$ cat config.mk
export PLATFORM = sky130hd
export DESIGN_NAME = rc_receiver_frame_decoder
export DESIGN_NICKNAME = d
export VERILOG_FILES = /design/src/rtl/core/rcfd_pkg.sv /design/src/rtl/core/rcfd_ram.sv /design/src/rtl/core/rc_receiver_frame_decoder.sv
export SDC_FILE = /design/constraint.sdc
export NUM_CORES = 1
export LEC_CHECK = 0
export BUFFER_PORTS_ARGS = -buffer_cell sky130_fd_sc_hd__buf_2
export CAP_MARGIN = 0
export CORE_MARGIN = 4
export CORE_UTILIZATION = 40
export DETAILED_ROUTE_END_ITERATION = 8
export PLACE_DENSITY = 0.64
export SYNTH_ARGS = -nofsm -noshare
export SYNTH_HDL_FRONTEND = slang
export SYNTH_SLANG_ARGS = --single-unit
$ cat constraint.sdc
create_clock -name aclk -period 5.6 [get_ports aclk]
set_clock_uncertainty 0.05 [all_clocks]
set_input_delay 0.56 -clock aclk [delete_from_list [all_inputs] [get_ports aclk]]
set_output_delay 0.56 -clock aclk [all_outputs]
set_load 0.02 [all_outputs]
$ cat src/rtl/core/rcfd_pkg.sv
// ----------------------------------------------------------------------------
// rcfd_pkg
// Shared types, constants and the per-step channel layout of the RC receiver
// frame decoder.
// ----------------------------------------------------------------------------
`default_nettype none

package rcfd_pkg;

    localparam int LONG_FRAME_BYTES  = 25;
    localparam int SHORT_FRAME_BYTES = 18;
    localparam int COUNT_LIMIT       = 50;
    localparam int STORE_AW          = 5;
    localparam int COUNT_W           = 6;
    localparam int STEP_W            = 5;
    localparam int CHAN_BITS         = 11;

    localparam logic [7:0] HEADER_BYTE = 8'h0F;
    localparam logic [7:0] FOOTER_BYTE = 8'h00;

    localparam logic signed [11:0] OFFSET_LONG  = -12'sd1023;
    localparam logic signed [11:0] OFFSET_SHORT = -12'sd1024;
    localparam logic signed [11:0] OFFSET_DIAL  = 12'sd1024;

    localparam logic [1:0] SW_NONE = 2'd3;
    localparam logic [1:0] SW_POS0 = 2'd0;
    localparam logic [1:0] SW_POS1 = 2'd1;
    localparam logic [1:0] SW_POS2 = 2'd2;

    localparam logic [1:0] SW_CODE_LOW  = 2'd1;
    localparam logic [1:0] SW_CODE_MID  = 2'd3;
    localparam logic [1:0] SW_CODE_HIGH = 2'd2;

    typedef enum logic [1:0] {
        ST_IDLE,
        ST_FETCH,
        ST_CALC,
        ST_SEND
    } state_t;

    typedef enum logic [2:0] {
        OP_HDR,
        OP_FTR,
        OP_CENTER_LONG,
        OP_CENTER_SW,
        OP_RAW,
        OP_CENTER_SHORT,
        OP_NEG_SHORT,
        OP_SWITCH
    } op_t;

    typedef struct packed {
        logic       action;
        logic [7:0] rx_byte;
    } rcfd_in_t;

    typedef struct packed {
        logic               frame_kind;
        logic [3:0]         channel_index;
        logic signed [11:0] channel_value;
        logic [1:0]         switch_position;
        logic               last_channel;
    } rcfd_out_t;

    typedef struct packed {
        logic [STORE_AW-1:0] base;
        logic [2:0]          off;
        op_t                 op;
        logic [3:0]          chan;
        logic                last;
    } step_desc_t;

    // Where each step's three-byte window starts, the bit offset of the field
    // inside it, and what is done with the field.
    function automatic step_desc_t step_desc(logic kind, logic [STEP_W-1:0] step);
        step_desc_t d;
        logic [3:0] ch;
        logic [7:0] bitpos;
        d.base = '0;
        d.off  = '0;
        d.op   = OP_RAW;
        d.chan = '0;
        d.last = 1'b0;
        ch     = 4'(step - STEP_W'(2));
        bitpos = 8'(ch) * 8'(CHAN_BITS);
        if (!kind) begin
            if (step == STEP_W'(0)) begin
                d.op = OP_HDR;
            end else if (step == STEP_W'(1)) begin
                // Window covers the last three bytes; the footer is the top one.
                d.base = STORE_AW'(LONG_FRAME_BYTES - 3);
                d.op   = OP_FTR;
            end else begin
                d.base = STORE_AW'(1) + STORE_AW'(bitpos[7:3]);
                d.off  = bitpos[2:0];
                d.chan = ch;
                d.last = (ch == 4'd15);
                if (ch >= 4'd6 && ch <= 4'd9) begin
                    d.op = OP_CENTER_SW;
                end else if (ch < 4'd10) begin
                    d.op = OP_CENTER_LONG;
                end else begin
                    d.op = OP_RAW;
                end
            end
        end else begin
            d.chan = step[3:0];
            case (step)
                STEP_W'(0): begin
                    d.base = STORE_AW'(0);
                    d.off  = 3'd0;
                    d.op   = OP_CENTER_SHORT;
                end
                STEP_W'(1): begin
                    d.base = STORE_AW'(1);
                    d.off  = 3'd3;
                    d.op   = OP_CENTER_SHORT;
                end
                STEP_W'(2): begin
                    d.base = STORE_AW'(4);
                    d.off  = 3'd1;
                    d.op   = OP_CENTER_SHORT;
                end
                STEP_W'(3): begin
                    d.base = STORE_AW'(2);
                    d.off  = 3'd6;
                    d.op   = OP_CENTER_SHORT;
                end
                STEP_W'(4): begin
                    d.base = STORE_AW'(16);
                    d.off  = 3'd0;
                    d.op   = OP_NEG_SHORT;
                end
                STEP_W'(5): begin
                    d.base = STORE_AW'(5);
                    d.off  = 3'd6;
                    d.op   = OP_SWITCH;
                end
                STEP_W'(6): begin
                    d.base = STORE_AW'(5);
                    d.off  = 3'd4;
                    d.op   = OP_SWITCH;
                    d.last = 1'b1;
                end
                default: begin
                    d.op   = OP_RAW;
                    d.last = 1'b1;
                end
            endcase
        end
        return d;
    endfunction

endpackage

`default_nettype wire

$ cat src/rtl/core/rcfd_ram.sv
// ----------------------------------------------------------------------------
// rcfd_ram
// Generic single-write, single-read RAM with a registered read port.
// ----------------------------------------------------------------------------
`default_nettype none

module rcfd_ram #(
    parameter int WIDTH  = 8,
    parameter int DEPTH  = 32,
    parameter int ADDR_W = $clog2(DEPTH)
) (
    input  wire logic              aclk,
    input  wire logic              we,
    input  wire logic [ADDR_W-1:0] waddr,
    input  wire logic [WIDTH-1:0]  wdata,
    input  wire logic [ADDR_W-1:0] raddr,
    output logic      [WIDTH-1:0]  rdata
);

    logic [WIDTH-1:0] mem [DEPTH];

    always_ff @(posedge aclk) begin
        if (we) begin
            mem[waddr] <= wdata;
        end
        rdata <= mem[raddr];
    end

endmodule

`default_nettype wire

$ cat src/rtl/core/rc_receiver_frame_decoder.sv
// ----------------------------------------------------------------------------
// rc_receiver_frame_decoder
// Stores receiver bytes and, on an idle-line event, decodes a 25-byte or an
// 18-byte frame into a run of channel results.
// ----------------------------------------------------------------------------
//  channel  ports                      payload     transaction
//  input    s_valid s_ready s_data     rcfd_in_t   one byte or one idle event
//  output   m_valid m_ready m_data     rcfd_out_t  one decoded channel
//
// After an idle event each result fetches its three-byte window through the
// single RAM read port, one byte at a time, then passes through the
// shift-and-add unit into the output register and is held until taken.
// The input is not ready until the last result is taken. Reset clears the
// byte count and the sequencer; the frame store needs no clearing.
// ----------------------------------------------------------------------------
`default_nettype none

module rc_receiver_frame_decoder (
    input  wire logic              aclk,
    input  wire logic              aresetn,
    input  wire logic              s_valid,
    output logic                   s_ready,
    input  wire rcfd_pkg::rcfd_in_t  s_data,
    output logic                   m_valid,
    input  wire logic              m_ready,
    output rcfd_pkg::rcfd_out_t    m_data
);

    rcfd_pkg::state_t                  state_reg, state_next;
    logic [rcfd_pkg::COUNT_W-1:0]      count_reg, count_next;
    logic                              kind_reg, kind_next;
    logic [rcfd_pkg::STEP_W-1:0]       step_reg, step_next;
    logic [1:0]                        phase_reg, phase_next;
    logic [23:0]                       window_reg, window_next;
    rcfd_pkg::rcfd_out_t               out_reg, out_next;

    rcfd_pkg::step_desc_t              desc;
    logic                              ram_we;
    logic [rcfd_pkg::STORE_AW-1:0]     ram_raddr;
    logic [7:0]                        ram_rdata;
    logic                              frame_long, frame_short;
    logic                              check_fail;
    logic [23:0]                       shifted;
    logic [10:0]                       raw;
    logic signed [11:0]                add_a, add_b, add_sum;
    logic                              add_cin;
    logic [1:0]                        sw_pos;

    assign desc        = rcfd_pkg::step_desc(kind_reg, step_reg);
    assign frame_long  = (count_reg == rcfd_pkg::COUNT_W'(rcfd_pkg::LONG_FRAME_BYTES));
    assign frame_short = (count_reg == rcfd_pkg::COUNT_W'(rcfd_pkg::SHORT_FRAME_BYTES));

    assign ram_we    = s_valid && s_ready && !s_data.action
                       && (count_reg < rcfd_pkg::COUNT_W'(rcfd_pkg::LONG_FRAME_BYTES));
    assign ram_raddr = (state_reg == rcfd_pkg::ST_FETCH && phase_reg != 2'd3)
                       ? desc.base + rcfd_pkg::STORE_AW'(phase_reg) : '0;

    rcfd_ram #(
        .WIDTH (8),
        .DEPTH (rcfd_pkg::LONG_FRAME_BYTES)
    ) u_store (
        .aclk  (aclk),
        .we    (ram_we),
        .waddr (count_reg[rcfd_pkg::STORE_AW-1:0]),
        .wdata (s_data.rx_byte),
        .raddr (ram_raddr),
        .rdata (ram_rdata)
    );

    // Shared datapath: field extraction by shift, then one adder.
    assign shifted = window_reg >> desc.off;
    assign raw     = shifted[rcfd_pkg::CHAN_BITS-1:0];

    always_comb begin
        add_a   = $signed({1'b0, raw});
        add_b   = '0;
        add_cin = 1'b0;
        case (desc.op)
            rcfd_pkg::OP_CENTER_LONG,
            rcfd_pkg::OP_CENTER_SW:    add_b = rcfd_pkg::OFFSET_LONG;
            rcfd_pkg::OP_CENTER_SHORT: add_b = rcfd_pkg::OFFSET_SHORT;
            rcfd_pkg::OP_NEG_SHORT: begin
                add_a   = ~$signed({1'b0, raw});
                add_b   = rcfd_pkg::OFFSET_DIAL;
                add_cin = 1'b1;
            end
            rcfd_pkg::OP_SWITCH:       add_a = $signed({10'b0, raw[1:0]});
            default:                   add_b = '0;
        endcase
    end

    assign add_sum = add_a + add_b + $signed({11'b0, add_cin});

    always_comb begin
        sw_pos = rcfd_pkg::SW_NONE;
        case (desc.op)
            rcfd_pkg::OP_CENTER_SW: begin
                if (add_sum == 12'sd0) begin
                    sw_pos = rcfd_pkg::SW_POS1;
                end else if (add_sum[11]) begin
                    sw_pos = rcfd_pkg::SW_POS0;
                end else begin
                    sw_pos = rcfd_pkg::SW_POS2;
                end
            end
            rcfd_pkg::OP_SWITCH: begin
                case (raw[1:0])
                    rcfd_pkg::SW_CODE_LOW:  sw_pos = rcfd_pkg::SW_POS0;
                    rcfd_pkg::SW_CODE_MID:  sw_pos = rcfd_pkg::SW_POS1;
                    rcfd_pkg::SW_CODE_HIGH: sw_pos = rcfd_pkg::SW_POS2;
                    default:                sw_pos = rcfd_pkg::SW_NONE;
                endcase
            end
            default: sw_pos = rcfd_pkg::SW_NONE;
        endcase
    end

    always_comb begin
        check_fail = 1'b0;
        case (desc.op)
            rcfd_pkg::OP_HDR: check_fail = (window_reg[7:0] != rcfd_pkg::HEADER_BYTE);
            rcfd_pkg::OP_FTR: check_fail = (window_reg[23:16] != rcfd_pkg::FOOTER_BYTE);
            default:          check_fail = 1'b0;
        endcase
    end

    // Next state.
    always_comb begin
        state_next = state_reg;
        case (state_reg)
            rcfd_pkg::ST_IDLE: begin
                if (s_valid && s_data.action && (frame_long || frame_short)) begin
                    state_next = rcfd_pkg::ST_FETCH;
                end
            end
            rcfd_pkg::ST_FETCH: begin
                if (phase_reg == 2'd3) begin
                    state_next = rcfd_pkg::ST_CALC;
                end
            end
            rcfd_pkg::ST_CALC: begin
                if (desc.op == rcfd_pkg::OP_HDR || desc.op == rcfd_pkg::OP_FTR) begin
                    state_next = check_fail ? rcfd_pkg::ST_IDLE : rcfd_pkg::ST_FETCH;
                end else begin
                    state_next = rcfd_pkg::ST_SEND;
                end
            end
            rcfd_pkg::ST_SEND: begin
                if (m_ready) begin
                    state_next = out_reg.last_channel ? rcfd_pkg::ST_IDLE
                                                      : rcfd_pkg::ST_FETCH;
                end
            end
            default: state_next = rcfd_pkg::ST_IDLE;
        endcase
    end

    // Outputs and datapath registers.
    always_comb begin
        s_ready     = (state_reg == rcfd_pkg::ST_IDLE);
        m_valid     = (state_reg == rcfd_pkg::ST_SEND);
        m_data      = out_reg;
        count_next  = count_reg;
        kind_next   = kind_reg;
        step_next   = step_reg;
        phase_next  = phase_reg;
        window_next = window_reg;
        out_next    = out_reg;
        case (state_reg)
            rcfd_pkg::ST_IDLE: begin
                if (s_valid) begin
                    if (!s_data.action) begin
                        if (count_reg < rcfd_pkg::COUNT_W'(rcfd_pkg::COUNT_LIMIT)) begin
                            count_next = count_reg + rcfd_pkg::COUNT_W'(1);
                        end
                    end else begin
                        count_next = '0;
                        kind_next  = frame_short;
                        step_next  = '0;
                        phase_next = '0;
                    end
                end
            end
            rcfd_pkg::ST_FETCH: begin
                phase_next = phase_reg + 2'd1;
                case (phase_reg)
                    2'd1:    window_next[7:0]   = ram_rdata;
                    2'd2:    window_next[15:8]  = ram_rdata;
                    2'd3:    window_next[23:16] = ram_rdata;
                    default: window_next        = window_reg;
                endcase
            end
            rcfd_pkg::ST_CALC: begin
                if (desc.op == rcfd_pkg::OP_HDR || desc.op == rcfd_pkg::OP_FTR) begin
                    step_next  = step_reg + rcfd_pkg::STEP_W'(1);
                    phase_next = '0;
                end else begin
                    out_next.frame_kind      = kind_reg;
                    out_next.channel_index   = desc.chan;
                    out_next.channel_value   = add_sum;
                    out_next.switch_position = sw_pos;
                    out_next.last_channel    = desc.last;
                end
            end
            rcfd_pkg::ST_SEND: begin
                if (m_ready) begin
                    step_next  = step_reg + rcfd_pkg::STEP_W'(1);
                    phase_next = '0;
                end
            end
            default: begin
                phase_next = '0;
            end
        endcase
    end

    always_ff @(posedge aclk) begin
        if (!aresetn) begin
            state_reg <= rcfd_pkg::ST_IDLE;
            count_reg <= '0;
        end else begin
            state_reg <= state_next;
            count_reg <= count_next;
        end
        kind_reg   <= kind_next;
        step_reg   <= step_next;
        phase_reg  <= phase_next;
        window_reg <= window_next;
        out_reg    <= out_next;
    end

endmodule

`default_nettype wire

# == Word-level counts from Yosys, hierarchy flattened ==
# Memory sizes are Yosys's and may differ from the RTL's. A register that Yosys moved wholly into a read port is not among the register bits.
# Cells that the tools add are included.
# totals
output_inout_bits,22
elab_cells,136
ramBits,200
ff_bits,60
inputBits,13
n_memories,1
# memory_table
memory,depth,width,rd,rd_clocked_by_memory_dff,write_ports,line,rtl
u_store.mem,25,8,1,1,1,rcfd_ram.sv:20,logic [WIDTH-1:0] mem [DEPTH];
# op_classes
bitwise,2
order_cmp,5
addsub,8
n_reduce_logical,30
muxes,43
mul,1
eq_ne,32
shift,1
# ops
op,n
$pmux W8 S6,1
$mux W5,8
$pmux W12 S3,1
$pmux W12 S2,1
$shr A24 B3 Y11,1
$mux W2,10
$mux W16,1
$pmux W2 S4,2
$eq A5 B3 Y1 const B,3
$mux W3,5
$pmux W5 S3,1
$add A12 B12 Y12,1
$add A12 B2 Y12,1
$eq A2 B2 Y1 const B,6
$eq A6 B5 Y1 const B,2
$logic_not A12 Y1,1
$mux W6,2
$not A11 Y12,1
$pmux W2 S3,2
$eq A5 B2 Y1 const B,2
$eq A3 B3 Y1 const B,3
$reduce_and A3 Y1,3
$mul A4 B4 Y8 const B,1
$mux W8,1
38 further kinds,62

# == Depth between registers and ports, before layout ==
# Gate-level depths: netlist (run 1).
# depth
word_depth,15
ltp_mapped,23
ltp_nobuf,20

# == Modules after synthesis ==
# A second synthesis (run 1) with hierarchy kept.
# hier_totals
cells_unflattened,953
area_unflattened_um2,12627.1
# by_module_without_submodules
mod,area_each_um2,n_inst,seq_area_each_um2,cells_per_inst
rcfd_ram,8097.8,1,6165.9,460
rc_receiver_frame_decoder,4529.3,1,1721.7,493

# == Worst setup path before layout (run 1) ==
# OpenSTA, ideal clock, no wires.
# synth_timing
path_type,register to register
startpoint,reg step_reg[1] in the netlist's numbering
endpoint,"reg u_store.rdata[7], read port of u_store.mem"
synth_period_minus_slack_ns,5.208
setup_time_ns,0.135
t_required_ns,5.415
slack_ns,0.392
arrival_time_ns,5.023
path_buffers,1
stages_incl_launch_ff,20
path_cell_list,edfxtp_1 inv_1 ha_1 xor2_1 ha_1 ha_1 ha_1 xnor2_1 ha_1 a21oi_1 o31ai_1 ha_1 a21oi_1 a21oi_1 xor2_1 nand2b_1 clkbuf_1 mux4_2 a2111oi_0 nor4_1
# synth_via
elab_chain_cells,8
elab_cells_between_ends,16
classes_between,3 x add/sub; 1 x mul; 6 x eq/ne; 5 x mux; 1 x reduce/logical
# synth_rtl
element,line,rtl
"start, declared",rc_receiver_frame_decoder.sv:32,"logic [rcfd_pkg::STEP_W-1:0] step_reg, step_next;"
"start signal, assigned",rc_receiver_frame_decoder.sv:226,step_reg <= step_next;
$sub A4 B2 Y4,rcfd_pkg.sv:84,ch = 4'(step - STEP_W'(2));
$mul A4 B4 Y8,rcfd_pkg.sv:85,bitpos = 8'(ch) * 8'(CHAN_BITS);
$add A1 B5 Y5,rcfd_pkg.sv:94,d.base = STORE_AW'(1) + STORE_AW'(bitpos[7:3]);
$mux W5,rcfd_pkg.sv:89,end else if (step == STEP_W'(1)) begin
$mux W8,rcfd_pkg.sv:87,if (step == STEP_W'(0)) begin
$mux W16 *,rcfd_pkg.sv:86,if (!kind) begin
$add A5 B2 Y5 *,rc_receiver_frame_decoder.sv:56,? desc.base + rcfd_pkg::STORE_AW'(phase_reg) : '0;
$mux W5 *,rc_receiver_frame_decoder.sv:56,
"end, declared",rcfd_ram.sv:17,output logic [WIDTH-1:0] rdata
# Every way passes the cells marked *; elsewhere a longest branch is shown, timed or not.
# A chain may end at the register's enable or synchronous reset.

# == Final worst setup path (run 1) ==
# layout_timing
startpoint,reg step_reg[0] in the netlist's numbering
endpoint,reg out_reg (netlist bit m_data[1]) (data pin)
# layout_via
elab_chain_cells,15
elab_cells_between_ends,44
classes_between,3 x add/sub; 1 x mul; 3 x order compare; 14 x eq/ne; 1 x shift; 15 x mux; 1 x bitwise; 6 x reduce/logical
# layout_rtl
element,line,rtl
branches (longest 6 deep; another with $mul A4 B4 Y8),-,
$mux W16 *,rcfd_pkg.sv:86,
$eq A3 B2 Y1,rc_receiver_frame_decoder.sv:78,case (desc.op)
$reduce_or A2 Y1,rc_receiver_frame_decoder.sv:78,
$pmux W12 S3,rc_receiver_frame_decoder.sv:78,
$add A12 B12 Y12,rc_receiver_frame_decoder.sv:92,"assign add_sum = add_a + add_b + $signed({11'b0, add_cin});"
$add A12 B2 Y12 *,rc_receiver_frame_decoder.sv:92,
net add_sum[7],rc_receiver_frame_decoder.sv:45,"logic signed [11:0] add_a, add_b, add_sum;"
$logic_not A12 Y1 *,rc_receiver_frame_decoder.sv:98,if (add_sum == 12'sd0) begin
$mux W2 *,rc_receiver_frame_decoder.sv:98,
$pmux W2 S2 *,rc_receiver_frame_decoder.sv:96,case (desc.op)
net sw_pos[0],rc_receiver_frame_decoder.sv:47,logic [1:0] sw_pos;
"end signal, assigned",rc_receiver_frame_decoder.sv:229,out_reg <= out_next;
"end, declared",rc_receiver_frame_decoder.sv:35,"rcfd_pkg::rcfd_out_t out_reg, out_next;"
# Mark *: on every way through the listed nets, which the timed path passes.

==> key figures, run 1 <==
Status
  – Status: finished clean

STA
  – Slew margin rel.: 0.392
  – Setup TNS: 0 ps
  – Fmax: 0.191 GHz
  – Final Cycle Share: 0.936
  – Slew @ Worst Pin: 907 ps
  – Final hold violations: 0
  – Tmin final: 5240 ps
  – Hold WS: 201 ps
  – Unrepaired setup endpoints after global routing: false
  – Fin. max-slew vios: 0
  – Final setup viols: 0

Routing
  – DRT iter0 DRCs: 715
  – DR pass1 iterations: 5
  – Routed vias/inst: 5.59
  – # DRC: 0
  – Post-route antenna net violation count: 0
  – Via count: 8451
  – WL/cell: 19.7 um
  – Final wirelength: 29.8 mm

Critical path
  – CP Max Fanout: 9
  – Crit end category: flip-flop
  – CP Class: flip-flop to flip-flop
  – Startpoint Class: flip-flop
  – Worst EP arrival: 5500 ps
  – Worst EP required: 5860 ps

Finish
  – Filler instances: 2807
  – Fin area: 14300 sq um
  – Layout cells sized above 1: 0.129
  – P&R area growth vs syn: 12.6%
  – Total Nets Final: 1140
  – Number of flip-flops in the largest register: 200
  – Multi-input logic area: 4500 sq um
  – Ant diodes: 0
  – Area taken by flip-flops and latches: 7890 sq um

Placed design
  – Post-DP HPWL: 20.0 mm
  – GP Congestion: 0.889
  – Buffers on Ports: 34
  – Cell Area, Placed: 13400 sq um

Yosys
  – Ys Warns: 0
  – Yosys top cell area share: 0.596
  – FF+latch count, synth: 268
  – Post-synth top cells: 252 x edfxtp_1, 124 x nand2_1, 98 x nor2_1, 53 x a21oi_1, 43 x clkbuf_1
  – Synthesized area: 12700 sq um
  – Post-synth cell types: 72
  – Post-synth net total: 1099
  – Area contributors post-synth: edfxtp_1 60%, nand2_1 3.7%, ha_1 3.0%, nor2_1 2.9%, dfxtp_1 2.5%
  – EDFF count, synth: 252
  – Synthesized area per cell: 12.1 sq um
  – Register area share after synthesis: 0.621
  – Synth Instances: 1053
  – Top_reg_cell synth: edfxtp_1
  – Post-synth ARST share: 0
  – Post-synth top area cell: edfxtp_1
  – Most frequent cell after synthesis: edfxtp_1

Global routing
  – Vias in the first global route: 8101
  – Grt ovf: 0
  – Gr usage total: 0.172
  – Antenna violations before repair: 0
  – Largest net degree at the start of global routing: 45
  – First-pass GRT wire length: 46.7 mm

Job
  – Max-Cap Viols: 0

Power and ir drop
  – Comb power frac: 0.094
  – Sw Pwr: 1.06 mW
  – Power share of the clock group: 0.407
  – IR drop worst, VDD: 0.283 mV
  – Flop pwr share: 0.499
  – Internal: 3.37 mW
  – P_leak: 4.85 nW
  – Pwr Density: 310 nW/um^2
  – Switching share of total power: 0.240

CTS
  – Hold-fix buffers at CTS: 0
  – CTS tree: done
  – Total CTS buffers: 29
  – H-tree Lvls: 1
  – CTS clk-pin slew, worst paths: 60 ps
  – Clock sink total: 268
  – Root Buffer: clkbuf_16
  – Worst-skew pair later-pin latency: 570 ps
  – CTS Buffer Depth: 3

Hold path
  – Worst min path class: input pin to flip-flop

Die
  – Core Box Area: 30900 sq um
  – Row count: 64
  – Initial Util: 0.411
  – DIE WIDTH: 186 um
  – Die H: 186 um
  – Die area: 34700 sq um
  – Ports: 35
[final timing paths]
check	cells after the start	to	from	slack, ps
setup / recovery	17	m_data[1]	step_reg[0]	360
hold reg to reg	0	window_reg[9]	u_store.rdata[1]	420
setup reg to reg	17	m_data[1]	step_reg[0]	360
hold / removal	2	state_reg[1]	aresetn	200
[final cells by class]
class,instances,area share
Multi-Input combinational cell,703,0.314
Tap cell,396,0.0346
Inverter,25,0.00656
Clock buffer,35,0.0530
Timing Repair Buffer,67,0.0299
Sequential cell,268,0.552
Clock inverter,18,0.00980
[cell families (layout without fill, tap and decap cells)]
logic type | after synthesis | count (layout) | share of synthesized area
flops | 268 | 268 | 0.621
fa+ha+maj | 33 | 33 | 0.0343
mux | 36 | 36 | 0.0306
buf+inv | 82 | 145 | 0.0261
compound gates | 240 | 240 | 0.131
xor+xnor | 24 | 24 | 0.0177
simple gates | 370 | 370 | 0.139
[per-layer routing]
layer	wire length, um	up-vias	share of wire	global-route usage
li1	-	4064	-	-
met1	13000	4070	0.44	0.240
met2	14200	258	0.48	0.284
met3	1630	59	0.055	0.0218
met4	923	0	0.031	0.0530
met5	0	-	0	0
[power by group through the flow]
stage / registers, mW / clock network, mW / logic (mW)
6_report: 2.21 / 1.80 / 0.416
5_1_grt: 2.21 / 1.92 / 0.463
3_5_place_dp: 2.26 / 0 / 0.411
4_1_cts: 2.21 / 1.84 / 0.413
3_3_place_gp: 2.26 / 0 / 0.407
2_1_floorplan: 2.25 / 0 / 0.281
[timing repair]
item                       CTS  global route
setup endpoints to repair    0             3
buffers inserted             0             0
resized for setup            0             3
[layout by cell type, fill, tap and decap left out, types with 17 or more instances in the layout]
cell,count
a21oi_1,53
mux2i_1,32
inv_1,25
ha_1,29
buf_4,31
nand3_1,32
nor2b_1,29
nand2_1,124
a211oi_1,41
nand4_1,21
clkbuf_16,29
nor2_1,98
o21ai_0,42
a31oi_1,17
edfxtp_1,252
buf_2,35
[per-stage QoR]
| stage | total power, mW | setup WS [ps] | utilization | cells |
|---|---|---|---|---|
| after floorplan | 2.53 | 392 | - | 1053 |
| after global placement | 2.66 | 413 | 0.433 | 1458 |
| after detailed placement | 2.67 | 312 | 0.433 | 1458 |
| after CTS | 4.46 | 276 | 0.462 | 1511 |
| after global routing | 4.60 | 3.53 | 0.463 | 1512 |
| final | 4.43 | 360 | 0.463 | 1512 |
[worst max-delay path, cell delays in order (launching register included)]
cell,delay (ps)
edfxtp_1,560
inv_1,170
ha_1,370
nor4b_4,440
or3_1,210
nand2_1,120
buf_4,190
a311oi_1,320
a31oi_2,130
xnor2_1,170
fa_1,450
or4_4,590
a22oi_1,340
buf_4,190
nand3_1,60
a21oi_1,280
a2111oi_4,110
o221a_1,230
No activity file was read; power rests on OpenSTA's default activity.
==> run 2: changes to the inputs <==
--- a/config.mk
+++ b/config.mk
@@ -9,8 +9,10 @@
 export CAP_MARGIN = 0
 export CORE_MARGIN = 4
 export CORE_UTILIZATION = 40
+export CTS_BUF_LIST = sky130_fd_sc_hd__clkbuf_8
 export DETAILED_ROUTE_END_ITERATION = 8
 export PLACE_DENSITY = 0.64
+export RECOVER_POWER = 25
 export SYNTH_ARGS = -nofsm -noshare
 export SYNTH_HDL_FRONTEND = slang
 export SYNTH_SLANG_ARGS = --single-unit
==> run 2 against run 1 <==
Via count rose by 1.9%. Maximum frequency increased by 0.18%. Sequential cell count unchanged. Routed wire length rose by 1.1%. Largest cell class unchanged. Cell area down 0.68%. Non-clock buffer count unchanged. Register-to-register slack about the same. Sequential share of layout area is 0.38 points higher. Power down 5.1%.
==> key figures, run 2 (synthesis results as in run 1) <==
Power and ir drop
  – Pwr Density: 296 nW/um^2
  – P_leak: 4.87 nW
  – IR drop worst, VDD: 0.226 mV

STA
  – Fin. max-slew vios: 0
  – Tmin final: 5230 ps
  – Final Cycle Share: 0.934
  – Slew @ Worst Pin: 1260 ps
  – Final setup viols: 0
  – Unrepaired setup endpoints after global routing: false
  – Final hold violations: 0
  – Setup TNS: 0 ps
  – Slew margin rel.: 0.158
  – Fmax: 0.191 GHz

CTS
  – CTS clk-pin slew, worst paths: 60 ps
  – Worst-skew pair later-pin latency: 560 ps
  – Setup bufs post-CTS: 0
  – H-tree Lvls: 2
  – CTS tree: done
  – Root Buffer: clkbuf_8
  – Clock sink total: 268
  – CTS Buffer Depth: 3
  – Total CTS buffers: 44

Placed design
  – Buffers on Ports: 34
  – GP Congestion: 0.889
  – Cell Area, Placed: 13400 sq um
  – Post-DP HPWL: 20.0 mm

Routing
  – Final wirelength: 30.1 mm
  – DRT iter0 DRCs: 626
  – DR pass1 iterations: 5
  – Routed vias/inst: 5.61
  – Post-route antenna net violation count: 0
  – WL/cell: 19.6 um
  – Via count: 8608
  – # DRC: 0

Die
  – Ports: 35
  – DIE WIDTH: 186 um
  – Die H: 186 um
  – Die area: 34700 sq um
  – Row count: 64
  – Initial Util: 0.411
  – Core Box Area: 30900 sq um

Global routing
  – Largest net degree at the start of global routing: 45
  – Vias in the first global route: 8312
  – Grt ovf: 0
  – Antenna violations before repair: 0
  – First-pass GRT wire length: 47.1 mm
  – Gr usage total: 0.174

Finish
  – Commonest cells after routing, fill and taps aside: 252 x edfxtp_1, 124 x nand2_1, 98 x nor2_1, 53 x a21oi_1, 47 x clkbuf_8
  – Number of flip-flops in the largest register: 200
  – Fin area: 14200 sq um
  – Layout cells sized above 1: 0.132
  – Multi-input logic area: 4500 sq um
  – P&R area growth vs syn: 11.9%
  – Area taken by flip-flops and latches: 7890 sq um
  – Total Nets Final: 1155
  – Filler instances: 2842
  – Most common cell after layout, fill and taps aside: edfxtp_1
  – Ant diodes: 0

Job
  – Max-Cap Viols: 0

Critical path
  – CP Cell Sequence: inv_1, ha_1, nor4b_4, or3_1, nand2_1, buf_4, a311oi_1, a31oi_2, xnor2_1, fa_1, or4_4, a22oi_1, buf_4, nand3_1, a21oi_1, a2111oi_4, o221a_1
  – Worst path most repeated cell: buf_4
  – Worst path max stage delay: 590 ps
  – CP max stage cell: or4_4
  – CP Class: flip-flop to flip-flop
  – Startpoint Class: flip-flop
  – Worst EP required: 5850 ps
  – Worst EP arrival: 5480 ps
  – Crit end category: flip-flop
  – CP Max Fanout: 9

Hold path
  – Worst min path class: input pin to flip-flop

Status
  – Status: finished clean
[run 2: changes by cell type in the layout (fill, tap and decap cells not counted), moves of 3 or more]
cell / delta
clkbuf_16: -29
clkinv_2: -3
buf_2: -5
clkbuf_8: +46
inv_1: +16
[run 2: final timing paths]
| path | start | to | slack (ps) | cells after the start |
|---|---|---|---|---|
| worst min-delay path | aresetn | state_reg[1] | 220 | 2 |
| worst max register to register | step_reg[0] | m_data[1] | 370 | 17 |
| worst min register to register | u_store.rdata[1] | window_reg[9] | 430 | 0 |
| worst max-delay path | step_reg[0] | m_data[1] | 370 | 17 |
[run 2: power breakdown]
group,internal (mW),switching (mW)
combinational,0.147,0.270
clock,0.823,0.751
sequential,2.21,0.00936
[run 2: worst max-delay path, delay by kind of cell, from the launching register on]
| family | cells | cell delay [ps] |
|---|---|---|
| adders and majority gates | 2 | 820 |
| buffers and inverters | 3 | 550 |
| DFF | 1 | 560 |
| AOI/OAI and AO/OA | 6 | 1410 |
| xor gates and xnor gates | 1 | 170 |
| and+or+nand+nor | 5 | 1420 |
[run 2: per-stage QoR]
stage / instances / power (mW) / setup slack, ps / utilization / hold slack [ps]
after floorplan: 1053 / 2.53 / 392 / - / 371
after global placement: 1458 / 2.66 / 413 / 0.433 / 420
after detailed placement: 1458 / 2.67 / 312 / 0.433 / 420
after CTS: 1534 / 4.25 / 263 / 0.459 / 178
after global routing: 1535 / 4.40 / 23.2 / 0.459 / 222
final: 1535 / 4.21 / 369 / 0.459 / 218
[run 2: repair_timing]
| item | 4_1_cts | 5_1_grt |
|---|---|---|
| hold buffers | 0 | 0 |
| gates resized for setup | 0 | 3 |
| endpoints found under the setup margin | 0 | 3 |
[run 2: routing by layer]
layer	GRT usage	vias up	wire length, um
met5	0	-	0
met4	0.0580	0	831
met3	0.0301	62	1580
met2	0.286	234	14400
met1	0.236	4214	13300
li1	-	4098	-
[run 2: layout make-up]
| cell class | instances | area share |
|---|---|---|
| clock buffers | 47 | 0.0455 |
| clock inverters | 29 | 0.0113 |
| inverters | 25 | 0.00661 |
| multi-input cells | 703 | 0.317 |
| flip-flops and latches | 268 | 0.555 |
| well taps | 396 | 0.0349 |
| repair buffers | 67 | 0.0297 |
==> run 3: changes to the inputs <==
--- a/config.mk
+++ b/config.mk
@@ -9,7 +9,7 @@
 export CAP_MARGIN = 0
 export CORE_MARGIN = 4
 export CORE_UTILIZATION = 40
-export CTS_BUF_LIST = sky130_fd_sc_hd__clkbuf_8
+export CTS_BUF_LIST = sky130_fd_sc_hd__clkbuf_2
 export DETAILED_ROUTE_END_ITERATION = 8
 export PLACE_DENSITY = 0.64
 export RECOVER_POWER = 25
==> run 3 against run 2 <==
Utilization shrank 0.62 points. Combinational power is essentially flat. Via count grew 2.2%. Worst setup slack gained 12 ps. Non-clock buffer count grew 2. Sequential share of layout area grew 0.75 points. Die area is the same. Maximum frequency grew 0.23%. Sequential power is essentially flat. Clock-buffer cell count grew 54. Critical endpoint unchanged. Largest power group unchanged. Highest routed layer unchanged.
==> key figures, run 3 (synthesis results as in run 1) <==
Power and ir drop
  – P_leak: 4.86 nW
  – IR drop worst, VDD: 0.207 mV
  – Pwr Density: 279 nW/um^2

Global routing
  – Grt ovf: 0
  – Gr usage total: 0.177
  – GRT met1 Usage: 0.236
  – Met3 Track Usage GR: 0.0395
  – Antenna violations before repair: 2
  – Grt met2 use: 0.285
  – Vias in the first global route: 8527
  – Top Usage Layer GRT: met2
  – Largest net degree at the start of global routing: 45
  – First-pass GRT wire length: 47.5 mm

STA
  – Slew @ Worst Pin: 1370 ps
  – Slew margin rel.: 0.0863
  – Setup TNS: 0 ps
  – Fin. max-slew vios: 0
  – Final hold violations: 0
  – Final setup viols: 0
  – Fmax: 0.192 GHz
  – Unrepaired setup endpoints after global routing: false
  – Final Cycle Share: 0.932
  – Tmin final: 5220 ps

CTS
  – CTS clk-pin slew, worst paths: 100 ps
  – CTS tree: done
  – Worst-skew pair later-pin latency: 860 ps
  – Root Buffer: clkbuf_2
  – CTS Buffer Depth: 3
  – Setup bufs post-CTS: 0
  – Total CTS buffers: 71
  – Clock sink total: 268
  – H-tree Lvls: 3

Die
  – Ports: 35
  – Die area: 34700 sq um
  – Core Box Area: 30900 sq um
  – Die H: 186 um
  – DIE WIDTH: 186 um
  – Initial Util: 0.411
  – Row count: 64

Hold path
  – Worst min path class: input pin to flip-flop

Critical path
  – Worst EP required: 6110 ps
  – CP Max Fanout: 9
  – Worst EP arrival: 5730 ps
  – Startpoint Class: flip-flop
  – CP Class: flip-flop to flip-flop
  – Crit end category: flip-flop

Finish
  – Most common cell after layout, fill and taps aside: edfxtp_1
  – Number of flip-flops in the largest register: 200
  – P&R area growth vs syn: 10.4%
  – Total Nets Final: 1184
  – Final design utilization: 0.453
  – Commonest cells after routing, fill and taps aside: 252 x edfxtp_1, 124 x nand2_1, 101 x clkbuf_2, 98 x nor2_1, 53 x a21oi_1
  – Layout cells sized above 1: 0.169

Routing
  – Post-route antenna net violation count: 0
  – DRT iter0 DRCs: 730
  – # DRC: 0
  – WL/cell: 19.2 um
  – Final wirelength: 30.3 mm
  – Via count: 8801
  – DR pass1 iterations: 5
  – Routed vias/inst: 5.56

Job
  – Max-Cap Viols: 0

Placed design
  – Post-DP HPWL: 20.0 mm
  – GP Congestion: 0.889
  – Buffers on Ports: 34

Status
  – Status: finished clean
## run 3: layout make-up
type	instances	area, sq um
diodes	2	5.00
repair buffers	69	438
flip-flops and latches	268	7890
fillers	2899	16900
inverters	25	93.8
clock inverters	18	90.1
well taps	396	495
multi-input cells	703	4500
clock buffers	101	505
## run 3: layer usage
metal	vias to the layer above	wire length, um
li1	4198	-
met1	4256	13400
met2	278	14400
met3	69	1660
met4	0	810
met5	-	0
## run 3: worst max-delay path, cell delays in order, from the launching register on
cell and delay (ps):
edfxtp_1 560, inv_1 170, ha_1 370, nor4b_4 440, or3_1 210, nand2_1 120
buf_4 190, a311oi_1 320, a31oi_2 130, xnor2_1 170, fa_1 450, or4_4 590
a22oi_1 340, buf_4 190, nand3_1 60, a21oi_1 280, a2111oi_4 110, o221a_1 230
## run 3: through the flow
step | cells | worst slack, ps | cell area [sq um] | total power [mW] | hold slack, ps
6_report | 1582 | 381 | 14000 | 3.90 | 114
3_5_place_dp | 1458 | 312 | 13400 | 2.67 | 420
2_1_floorplan | 1053 | 392 | 12700 | 2.53 | 371
5_1_grt | 1582 | 12.7 | 14000 | 4.12 | 59.4
3_3_place_gp | 1458 | 413 | 13400 | 2.66 | 420
4_1_cts | 1579 | 292 | 14000 | 3.95 | 10.7
## run 3: final timing paths
path | start | to | slack (ps) | depth (start not counted)
hold / removal | s_data[8] | kind_reg | 110 | 3
setup / recovery | step_reg[0] | m_data[1] | 380 | 17
hold reg to reg | u_store.rdata[1] | window_reg[9] | 430 | 0
setup reg to reg | step_reg[0] | m_data[1] | 380 | 17
## run 3: power breakdown
group / internal, mW / switching, mW
logic: 0.148 / 0.270
clock network: 0.488 / 0.787
registers: 2.20 / 0.00959
total: 2.84 / 1.07
## run 3: timing repair
action,in CTS,in global routing
setup endpoints to repair,0,3
hold buffers,2,0
hold endpoints to repair,3,0
gates resized for setup,0,3
